File: src/hw/rtl/tle_pkg.sv
// Shared types, constants and helpers for the terminal line editor.
// No dependencies; terminal_line_editor and tle_edit_ctrl refer to this package.
package tle_pkg;

	localparam int unsigned LineCapacityDefault = 256;

	localparam logic [7:0] NewlineChar = 8'h0A;

	// Register indexes on the configuration port.
	typedef enum logic [1:0] {
		REG_END        = 2'd0,
		REG_WORD_ERASE = 2'd1,
		REG_ERASE      = 2'd2,
		REG_KILL       = 2'd3
	} reg_index_t;

	localparam logic [7:0] EndCharReset       = 8'd4;
	localparam logic [7:0] WordEraseCharReset = 8'd23;
	localparam logic [7:0] EraseCharReset     = 8'd127;
	localparam logic [7:0] KillCharReset      = 8'd21;

	typedef enum logic [2:0] {
		KIND_ECHO    = 3'd0,
		KIND_ERASE   = 3'd1,
		KIND_BELL    = 3'd2,
		KIND_ENDED   = 3'd3,
		KIND_IGNORED = 3'd4
	} kind_t;

	typedef enum logic [2:0] {
		ST_IDLE,
		ST_CLASSIFY,
		ST_WALK,
		ST_CHECK,
		ST_EMIT
	} state_t;

	typedef struct packed {
		logic [7:0] end_char;
		logic [7:0] word_erase_char;
		logic [7:0] erase_char;
		logic [7:0] kill_char;
	} cfg_t;

	typedef struct packed {
		kind_t      kind;
		logic [7:0] echo_char;
		logic [8:0] erased_count;
		logic [8:0] line_length;
	} result_t;

	function automatic logic is_white(input logic [7:0] c);
		return (c == 8'h20) || (c inside {[8'h09:8'h0D]});
	endfunction

endpackage

File: src/hw/rtl/terminal_line_editor.sv
// Terminal line editor top level: configuration registers, editing sequencer
// and output register. Uses tle_pkg and tle_edit_ctrl.
//
// Each request carries one typed byte and yields exactly one response. A byte
// that is stored, erases a single character, rings the bell or concerns the
// end of the session passes through the classify and emit states before its
// response is parked in the output register, and the next byte is accepted
// once the sequencer is back in idle. Erase requests for a word or back to the
// last newline walk the line buffer backwards through its single read port,
// alternating walk and check states for each character examined. A new byte
// is taken while the previous response still waits in the output register.
// The line buffer holds no reset value; only characters already typed are
// ever read.
module terminal_line_editor #(
	parameter int unsigned LINE_CAPACITY = tle_pkg::LineCapacityDefault
) (
	input  logic       clk,
	input  logic       arst_n,
	input  logic       cfg_valid,
	output logic       cfg_ready,
	input  logic [1:0] cfg_index,
	input  logic [7:0] cfg_data,
	input  logic       in_valid,
	output logic       in_ready,
	input  logic [7:0] in_byte,
	output logic       out_valid,
	input  logic       out_ready,
	output logic [2:0] response_kind,
	output logic [7:0] echo_char,
	output logic [8:0] erased_count,
	output logic [8:0] line_length
);

	tle_pkg::cfg_t    cfg_q;
	tle_pkg::result_t res;
	tle_pkg::result_t out_q;
	logic             res_valid;
	logic             res_take;
	logic             out_valid_q;

	assign cfg_ready = 1'b1;

	always_ff @(posedge clk or negedge arst_n) begin
		if (!arst_n) begin
			cfg_q.end_char        <= tle_pkg::EndCharReset;
			cfg_q.word_erase_char <= tle_pkg::WordEraseCharReset;
			cfg_q.erase_char      <= tle_pkg::EraseCharReset;
			cfg_q.kill_char       <= tle_pkg::KillCharReset;
		end else if (cfg_valid) begin
			case (tle_pkg::reg_index_t'(cfg_index))
				tle_pkg::REG_END:        cfg_q.end_char        <= cfg_data;
				tle_pkg::REG_WORD_ERASE: cfg_q.word_erase_char <= cfg_data;
				tle_pkg::REG_ERASE:      cfg_q.erase_char      <= cfg_data;
				tle_pkg::REG_KILL:       cfg_q.kill_char       <= cfg_data;
				default: begin
					cfg_q <= cfg_q;
				end
			endcase
		end
	end

	tle_edit_ctrl #(
		.LINE_CAPACITY(LINE_CAPACITY)
	) u_edit_ctrl (
		.clk       (clk),
		.arst_n    (arst_n),
		.cfg       (cfg_q),
		.in_valid  (in_valid),
		.in_ready  (in_ready),
		.in_byte   (in_byte),
		.res_valid (res_valid),
		.res_take  (res_take),
		.res       (res)
	);

	// The output register frees the sequencer as soon as a response is parked.
	assign res_take = res_valid && (!out_valid_q || out_ready);

	always_ff @(posedge clk or negedge arst_n) begin
		if (!arst_n) begin
			out_valid_q <= 1'b0;
		end else if (res_take) begin
			out_valid_q <= 1'b1;
		end else if (out_ready) begin
			out_valid_q <= 1'b0;
		end
	end

	always_ff @(posedge clk) begin
		if (res_take) begin
			out_q <= res;
		end
	end

	assign out_valid     = out_valid_q;
	assign response_kind = out_q.kind;
	assign echo_char     = out_q.echo_char;
	assign erased_count  = out_q.erased_count;
	assign line_length   = out_q.line_length;

endmodule

File: src/hw/rtl/tle_line_mem.sv
// Line buffer storage: one write port, one read port, registered read data.
// Depends on nothing but its parameter.
module tle_line_mem #(
	parameter int unsigned DEPTH = 256,
	localparam int unsigned AW = $clog2(DEPTH)
) (
	input  logic          clk,
	input  logic          we,
	input  logic [AW-1:0] waddr,
	input  logic [7:0]    wdata,
	input  logic          re,
	input  logic [AW-1:0] raddr,
	output logic [7:0]    rdata
);

	logic [7:0] mem [DEPTH];

	always_ff @(posedge clk) begin
		if (we) begin
			mem[waddr] <= wdata;
		end
	end

	always_ff @(posedge clk) begin
		if (re) begin
			rdata <= mem[raddr];
		end
	end

endmodule

File: src/hw/rtl/tle_edit_ctrl.sv
// Editing sequencer: classifies each byte, appends to the line buffer and
// walks it backwards for word and kill erase requests. Uses tle_pkg and tle_line_mem.
module tle_edit_ctrl #(
	parameter int unsigned LINE_CAPACITY = tle_pkg::LineCapacityDefault,
	localparam int unsigned AW = $clog2(LINE_CAPACITY),
	localparam int unsigned CW = $clog2(LINE_CAPACITY + 1)
) (
	input  logic              clk,
	input  logic              arst_n,
	input  tle_pkg::cfg_t     cfg,
	input  logic              in_valid,
	output logic              in_ready,
	input  logic [7:0]        in_byte,
	output logic              res_valid,
	input  logic              res_take,
	output tle_pkg::result_t  res
);

	tle_pkg::state_t state_q, state_d;
	tle_pkg::kind_t  kind_q, kind_d;
	logic [7:0]      byte_q, byte_d;
	logic [7:0]      echo_q, echo_d;
	logic [CW-1:0]   count_q, count_d;
	logic [CW-1:0]   start_q, start_d;
	logic            kill_q, kill_d;
	logic            white_q, white_d;
	logic            ended_q, ended_d;

	logic            walk_go;
	logic            append_ok;
	logic            mem_we;
	logic            mem_re;
	logic [AW-1:0]   mem_raddr;
	logic [7:0]      mem_rdata;
	logic [CW-1:0]   erased;
	logic [CW+8:0]   erased_ext;
	logic [CW+8:0]   length_ext;

	// While skipping trailing white space one character must stay behind.
	assign walk_go = (!kill_q && white_q) ? (count_q > CW'(1)) : (count_q != '0);

	assign append_ok = (byte_q == tle_pkg::NewlineChar || byte_q inside {[8'h20:8'h7E]})
		&& (count_q != CW'(LINE_CAPACITY));

	always_ff @(posedge clk or negedge arst_n) begin
		if (!arst_n) begin
			state_q <= tle_pkg::ST_IDLE;
			count_q <= '0;
			ended_q <= 1'b0;
		end else begin
			state_q <= state_d;
			count_q <= count_d;
			ended_q <= ended_d;
		end
	end

	always_ff @(posedge clk) begin
		kind_q  <= kind_d;
		byte_q  <= byte_d;
		echo_q  <= echo_d;
		start_q <= start_d;
		kill_q  <= kill_d;
		white_q <= white_d;
	end

	// Next state and register updates.
	always_comb begin
		state_d = state_q;
		kind_d  = kind_q;
		byte_d  = byte_q;
		echo_d  = echo_q;
		count_d = count_q;
		start_d = start_q;
		kill_d  = kill_q;
		white_d = white_q;
		ended_d = ended_q;
		case (state_q)
			tle_pkg::ST_IDLE: begin
				if (in_valid) begin
					byte_d  = in_byte;
					state_d = tle_pkg::ST_CLASSIFY;
				end
			end
			tle_pkg::ST_CLASSIFY: begin
				start_d = count_q;
				echo_d  = 8'h00;
				kind_d  = tle_pkg::KIND_BELL;
				state_d = tle_pkg::ST_EMIT;
				if (ended_q) begin
					kind_d = tle_pkg::KIND_IGNORED;
				end else if (byte_q == cfg.end_char) begin
					ended_d = 1'b1;
					kind_d  = tle_pkg::KIND_ENDED;
				end else if (byte_q == cfg.word_erase_char) begin
					kind_d  = tle_pkg::KIND_ERASE;
					kill_d  = 1'b0;
					white_d = 1'b1;
					state_d = tle_pkg::ST_WALK;
				end else if (byte_q == cfg.erase_char) begin
					kind_d = tle_pkg::KIND_ERASE;
					if (count_q != '0) begin
						count_d = count_q - CW'(1);
					end
				end else if (byte_q == cfg.kill_char) begin
					kind_d  = tle_pkg::KIND_ERASE;
					kill_d  = 1'b1;
					white_d = 1'b0;
					state_d = tle_pkg::ST_WALK;
				end else if (append_ok) begin
					kind_d  = tle_pkg::KIND_ECHO;
					echo_d  = byte_q;
					count_d = count_q + CW'(1);
				end
			end
			tle_pkg::ST_WALK: begin
				if (walk_go) begin
					state_d = tle_pkg::ST_CHECK;
				end else if (!kill_q && white_q) begin
					white_d = 1'b0;
				end else begin
					state_d = tle_pkg::ST_EMIT;
				end
			end
			tle_pkg::ST_CHECK: begin
				state_d = tle_pkg::ST_WALK;
				if (kill_q) begin
					if (mem_rdata != tle_pkg::NewlineChar) begin
						count_d = count_q - CW'(1);
					end else begin
						state_d = tle_pkg::ST_EMIT;
					end
				end else if (white_q) begin
					// The first non-blank character starts the word itself.
					count_d = count_q - CW'(1);
					if (!tle_pkg::is_white(mem_rdata)) begin
						white_d = 1'b0;
					end
				end else if (!tle_pkg::is_white(mem_rdata)) begin
					count_d = count_q - CW'(1);
				end else begin
					state_d = tle_pkg::ST_EMIT;
				end
			end
			tle_pkg::ST_EMIT: begin
				if (res_take) begin
					state_d = tle_pkg::ST_IDLE;
				end
			end
			default: begin
				state_d = tle_pkg::ST_IDLE;
			end
		endcase
	end

	// Outputs of the sequencer.
	always_comb begin
		in_ready  = 1'b0;
		mem_we    = 1'b0;
		mem_re    = 1'b0;
		res_valid = 1'b0;
		case (state_q)
			tle_pkg::ST_IDLE:     in_ready  = 1'b1;
			tle_pkg::ST_CLASSIFY: mem_we    = !ended_q && (byte_q != cfg.end_char)
				&& (byte_q != cfg.word_erase_char) && (byte_q != cfg.erase_char)
				&& (byte_q != cfg.kill_char) && append_ok;
			tle_pkg::ST_WALK:     mem_re    = walk_go;
			tle_pkg::ST_EMIT:     res_valid = 1'b1;
			default: begin
				in_ready = 1'b0;
			end
		endcase
	end

	assign mem_raddr = AW'(count_q - CW'(1));

	assign erased     = (kind_q == tle_pkg::KIND_ERASE) ? (start_q - count_q) : '0;
	assign erased_ext = {9'd0, erased};
	assign length_ext = {9'd0, count_q};

	assign res.kind         = kind_q;
	assign res.echo_char    = echo_q;
	assign res.erased_count = erased_ext[8:0];
	assign res.line_length  = length_ext[8:0];

	tle_line_mem #(
		.DEPTH(LINE_CAPACITY)
	) u_line_mem (
		.clk   (clk),
		.we    (mem_we),
		.waddr (count_q[AW-1:0]),
		.wdata (byte_q),
		.re    (mem_re),
		.raddr (mem_raddr),
		.rdata (mem_rdata)
	);

endmodule
File: config.mk
export PLATFORM = sky130hd
export DESIGN_NAME = terminal_line_editor
export DESIGN_NICKNAME = d
export VERILOG_FILES = /design/src/hw/rtl/tle_pkg.sv /design/src/hw/rtl/terminal_line_editor.sv /design/src/hw/rtl/tle_line_mem.sv /design/src/hw/rtl/tle_edit_ctrl.sv
export SDC_FILE = /design/constraint.sdc
export NUM_CORES = 2
export LEC_CHECK = 0
export BUFFER_PORTS_ARGS = -buffer_cell sky130_fd_sc_hd__buf_2
export CORE_ASPECT_RATIO = 0.9
export CORE_MARGIN = 2
export CORE_UTILIZATION = 46
export DETAILED_ROUTE_END_ITERATION = 8
export HOLD_SLACK_MARGIN = 0.1
export PLACE_DENSITY = 0.69
export SYNTH_ARGS = -nofsm -noshare
export SYNTH_HDL_FRONTEND = slang
export SYNTH_SLANG_ARGS = --single-unit
File: constraint.sdc
create_clock -name clk -period 7.4 [get_ports clk]
set_clock_uncertainty 0.1 [all_clocks]
set_input_delay 0.37 -clock clk [delete_from_list [all_inputs] [get_ports clk]]
set_output_delay 0.37 -clock clk [all_outputs]
set_load 0.02 [all_outputs]
==> impl_metrics.prom <==
# TYPE chip_impl_metric gauge
chip_impl_info{name="outcome",value="finished, final reports clean"} 1
chip_impl_metric{name="use_met2",unit="%"} 31.9
chip_impl_metric{name="crit_path_max_fanout",unit=""} 48
chip_impl_metric{name="critPathMaxStageDelay",unit="ns"} 0.88
chip_impl_metric{name="num-nets-final",unit=""} 3913
chip_impl_metric{name="gr-total-overflow",unit=""} 0
chip_impl_info{name="post-synth-top-area-cell",value="sky130_fd_sc_hd__edfxtp_1"} 1
chip_impl_metric{name="via_density_per_instance",unit=""} 6.16
chip_impl_metric{name="core_area",unit="um2"} 181000
chip_impl_metric{name="worst_rel_slew_slack",unit="%"} 15.4
chip_impl_info{name="most_frequently_used_cell_type_in_the_post_synthesis_netlist",value="sky130_fd_sc_hd__edfxtp_1"} 1
chip_impl_metric{name="cts_setup_buffers",unit=""} 0
chip_impl_metric{name="worst-path-buf-inv",unit=""} 2
chip_impl_metric{name="yosys.area.top_type_share",unit="%"} 75.5
chip_impl_metric{name="fp.dieH",unit="um"} 410
chip_impl_metric{name="floorplan.initialDensity",unit="%"} 46.4
chip_impl_metric{name="synth_enable_flop_cells",unit=""} 2115
chip_impl_info{name="synthFlopType",value="sky130_fd_sc_hd__edfxtp_1"} 1
chip_impl_metric{name="wl_per_cell",unit="um"} 30.6
chip_impl_metric{name="report.final.hold_viol_count",unit=""} 0
chip_impl_metric{name="cts_made_buffers",unit=""} 206
chip_impl_metric{name="drt-initial-drc-count",unit=""} 5560
chip_impl_info{name="min_from",value="in_byte[5]"} 1
chip_impl_metric{name="cts.clk_slew.worst_paths",unit="ns"} 0.06
chip_impl_metric{name="p_leak",unit="nW"} 29.0
chip_impl_metric{name="synth_cell_types",unit=""} 56
chip_impl_metric{name="synth_area_per_cell",unit="um2"} 22.5
chip_impl_metric{name="maxSlewViolCount",unit=""} 0
chip_impl_metric{name="place.port_buffers",unit=""} 53
chip_impl_metric{name="final_critical_path_share_of_the_clock_period",unit="%"} 71.6
chip_impl_metric{name="routed_wirelength",unit="mm"} 197
chip_impl_metric{name="flow.area_growth_from_synthesis",unit="%"} 12.1
chip_impl_metric{name="final_antenna_net_count",unit=""} 0
chip_impl_metric{name="design.die.area",unit="um2"} 186000
chip_impl_info{name="cpLargestDelayFamily",value="buffers and inverters"} 1
chip_impl_metric{name="power_density",unit="nW/um2"} 405
chip_impl_metric{name="maximum_number_of_pins_on_one_net_before_global_route_repair",unit=""} 192
chip_impl_metric{name="grt.met3_usage",unit="%"} 4.08
chip_impl_metric{name="antenna_found_initial",unit=""} 6
chip_impl_metric{name="rows",unit=""} 148
chip_impl_metric{name="syn_inst",unit=""} 3733
chip_impl_metric{name="post_synth_instance_area",unit="um2"} 84100
chip_impl_metric{name="grt_pass1_wl",unit="mm"} 286
chip_impl_metric{name="synthArstFlopShare",unit="%"} 2.13
chip_impl_metric{name="clock_sink_count",unit=""} 2161
chip_impl_info{name="worst_hold_path_type",value="in -> reg"} 1
chip_impl_metric{name="route.vias.total",unit=""} 39800
chip_impl_info{name="rsz0062_at_grt",value="no"} 1
chip_impl_info{name="timing.critical_path.slowest_stage_cell",value="sky130_fd_sc_hd__buf_4"} 1
chip_impl_metric{name="synth_sequential_area_ratio",unit="%"} 76.9
chip_impl_metric{name="register_bit_total_from_synthesis",unit=""} 2161
chip_impl_info{name="timing.critical_path.to_type",value="flop"} 1
chip_impl_metric{name="max-vdd-ir-drop",unit="V"} 0.000519
chip_impl_metric{name="number_of_global_route_vias_before_repair",unit=""} 39300
chip_impl_info{name="critical_path_source_type",value="flop"} 1
chip_impl_metric{name="max_cap_viol_count",unit=""} 0
chip_impl_metric{name="timing_worst_slew_pin_value",unit="ns"} 1.26
chip_impl_info{name="synth.area.top_cells",value="sky130_fd_sc_hd__edfxtp_1 (76%), sky130_fd_sc_hd__mux4_2 (17%), sky130_fd_sc_hd__nor2_1 (1.3%)"} 1
chip_impl_metric{name="clock_latency",unit="ns"} 0.82
chip_impl_metric{name="post-dp-hpwl",unit="mm"} 119
chip_impl_metric{name="htree_num_levels",unit=""} 4
chip_impl_metric{name="mappedNetlistNets",unit=""} 3770
chip_impl_info{name="worstSetupStartpoint",value="u_edit_ctrl.count_q[0]"} 1
chip_impl_metric{name="drc_violation_count_after_routing",unit=""} 0
chip_impl_metric{name="gp_congestion",unit=""} 0.864
chip_impl_metric{name="boundaryPins",unit=""} 55
chip_impl_metric{name="synthesis.yosys.warnings",unit=""} 0
chip_impl_metric{name="post_cts.resized_instances",unit=""} 0
chip_impl_info{name="worst_r2r_startpoint",value="u_edit_ctrl.count_q[0]"} 1
chip_impl_metric{name="die-width",unit="um"} 455
chip_impl_metric{name="setup_total_negative_slack",unit="ns"} 0
chip_impl_info{name="cts_tree",value="yes"} 1
chip_impl_metric{name="report.final.setup_viol",unit=""} 0
chip_impl_metric{name="share_of_cells_above_drive_strength_1",unit="%"} 28.0
chip_impl_metric{name="worst-endpoint-required",unit="ns"} 7.82
chip_impl_metric{name="total_routing_resource_utilization_after_global_routing",unit="%"} 21.2
chip_impl_metric{name="report.power.total",unit="mW"} 38.2
chip_impl_metric{name="worst-endpoint-arrival",unit="ns"} 5.72
chip_impl_metric{name="cts.path.max_buffers",unit=""} 3
chip_impl_info{name="path_cells",value="buf_4, buf_4, mux4_2, mux4_2, a22oi_1, nand2_1, a22oi_1, o221ai_1"} 1
chip_impl_metric{name="post-route-min-period",unit="ns"} 5.30
chip_impl_metric{name="timing.fmax",unit="GHz"} 0.189
chip_impl_metric{name="grt.met1_usage",unit="%"} 32.1
chip_impl_info{name="post_synth_top_cells",value="sky130_fd_sc_hd__edfxtp_1 (2,115), sky130_fd_sc_hd__mux4_2 (640), sky130_fd_sc_hd__nor2_1 (289)"} 1
chip_impl_info{name="cell_at_the_root_of_the_clock_tree",value="sky130_fd_sc_hd__clkbuf_16"} 1
chip_impl_info{name="path_class",value="reg -> reg"} 1
chip_impl_metric{name="first_pass_iters",unit=""} 6
chip_impl_info{name="globalRoute.busiestLayer",value="met1"} 1
==> state kept, by name, summed over array words and instances, names as in the netlist, 9 cells and up <==
register	count
u_edit_ctrl.start_q	9
u_edit_ctrl.u_line_mem.mem	2048
cfg_q	32
erased_count	9
u_edit_ctrl.count_q	9
line_length	9
==> per-stage QoR <==
| stage | setup WS [ns] | std cells | hold slack [ns] | util, % | instance area (um2) |
|---|---|---|---|---|---|
| final | 2.10 | 6455 | 0.181 | 52.0 | 94300 |
| after CTS | 1.97 | 6452 | 0.123 | 52.0 | 94300 |
| after floorplan | 1.07 | 3733 | -0.0256 | - | 84100 |
| after global routing | 1.77 | 6452 | 0.152 | 52.0 | 94300 |
| after global placement | 1.99 | 6045 | 0.301 | 48.1 | 87200 |
| after detailed placement | 1.99 | 6045 | 0.306 | 48.1 | 87200 |
==> layer usage <==
| layer | up-vias | wire (um) | part of all wire [%] |
|---|---|---|---|
| met1 | 21300 | 82500 | 42 |
| met5 | - | 0 | 0 |
| met2 | 2158 | 92400 | 47 |
| met3 | 272 | 17800 | 9.0 |
| met4 | 0 | 4750 | 2.4 |
| li1 | 16000 | - | - |
==> worst register-to-register path, stage by stage (launching register included) <==
cell and delay, ns:
sky130_fd_sc_hd__dfrtp_4 0.67, sky130_fd_sc_hd__buf_4 0.78, sky130_fd_sc_hd__buf_4 0.91, sky130_fd_sc_hd__mux4_2 0.71
sky130_fd_sc_hd__mux4_2 0.54, sky130_fd_sc_hd__a22oi_1 0.24, sky130_fd_sc_hd__nand2_1 0.23, sky130_fd_sc_hd__a22oi_1 0.58
sky130_fd_sc_hd__o221ai_1 0.24
==> worst paths after layout <==
check	to	slack [ns]	cells past startpoint
worst min-delay path	u_edit_ctrl.byte_q[5]	0.18	2
worst max register to register	u_edit_ctrl.u_line_mem.rdata[1]	2.10	8
worst max-delay path	u_edit_ctrl.u_line_mem.rdata[1]	2.10	8
worst min register to register	echo_char[1]	0.32	0
min in group asynchronous	u_edit_ctrl.ended_q	0.21	2
max in group asynchronous	u_edit_ctrl.count_q[0]	6.20	2
==> cell type report <==
cell class              instances  area (um2)
fillers                     13600       87000
flip-flops and latches       2161       64700
multi-input cells            1345       18500
clock buffers                 244        5430
well taps                    2400        3000
clock inverters               140        1430
repair buffers                144        1180
inverters                      18        67.6
diodes                          3        7.51
==> kinds of logic after synthesis <==
kind of cell               Yosys count  synth area share, %
AOI/OAI and AO/OA                  125                 1.12
xor gates and xnor gates            50                0.521
adders and majority gates           14                0.217
buffers and inverters              227                 1.18
DFF                               2161                 76.9
muxes                              675                 17.6
other                                2              0.00893
and+or+nand+nor                    479                 2.42
==> power by group <==
group          switching, mW  total (mW)  internal, mW
combinational           7.43        13.3          5.84
sequential             0.151        14.3          14.1
clock                   4.52        10.6          6.12
total                   12.1        38.2          26.1
==> layout by cell type (no fill, tap or decap), drive strengths merged, types with 11 or more instances in the layout <==
master	netlist	final
a221oi	16	16
a22o	16	16
a22oi	41	41
buf	106	121
bufinv	0	25
clkbuf	103	244
clkinv	1	97
clkinvlp	0	13
dfrtp	31	31
dfstp	15	15
dlygate4sd3	0	23
edfxtp	2115	2115
ha	13	13
inv	17	23
mux2	33	33
mux4	640	640
nand2	76	76
nand3	45	45
nor2	290	290
nor3	14	14
nor4	11	11
o21ai	16	16
xnor2	17	17
xor2	33	33
==> repair_timing <==
action / 4_1_cts / 5_1_grt
hold buffers: 23 / 0
endpoints found under the hold margin: 83 / 0
endpoints found under the setup margin: 0 / 0
Power figures use the tool's default switching activity.
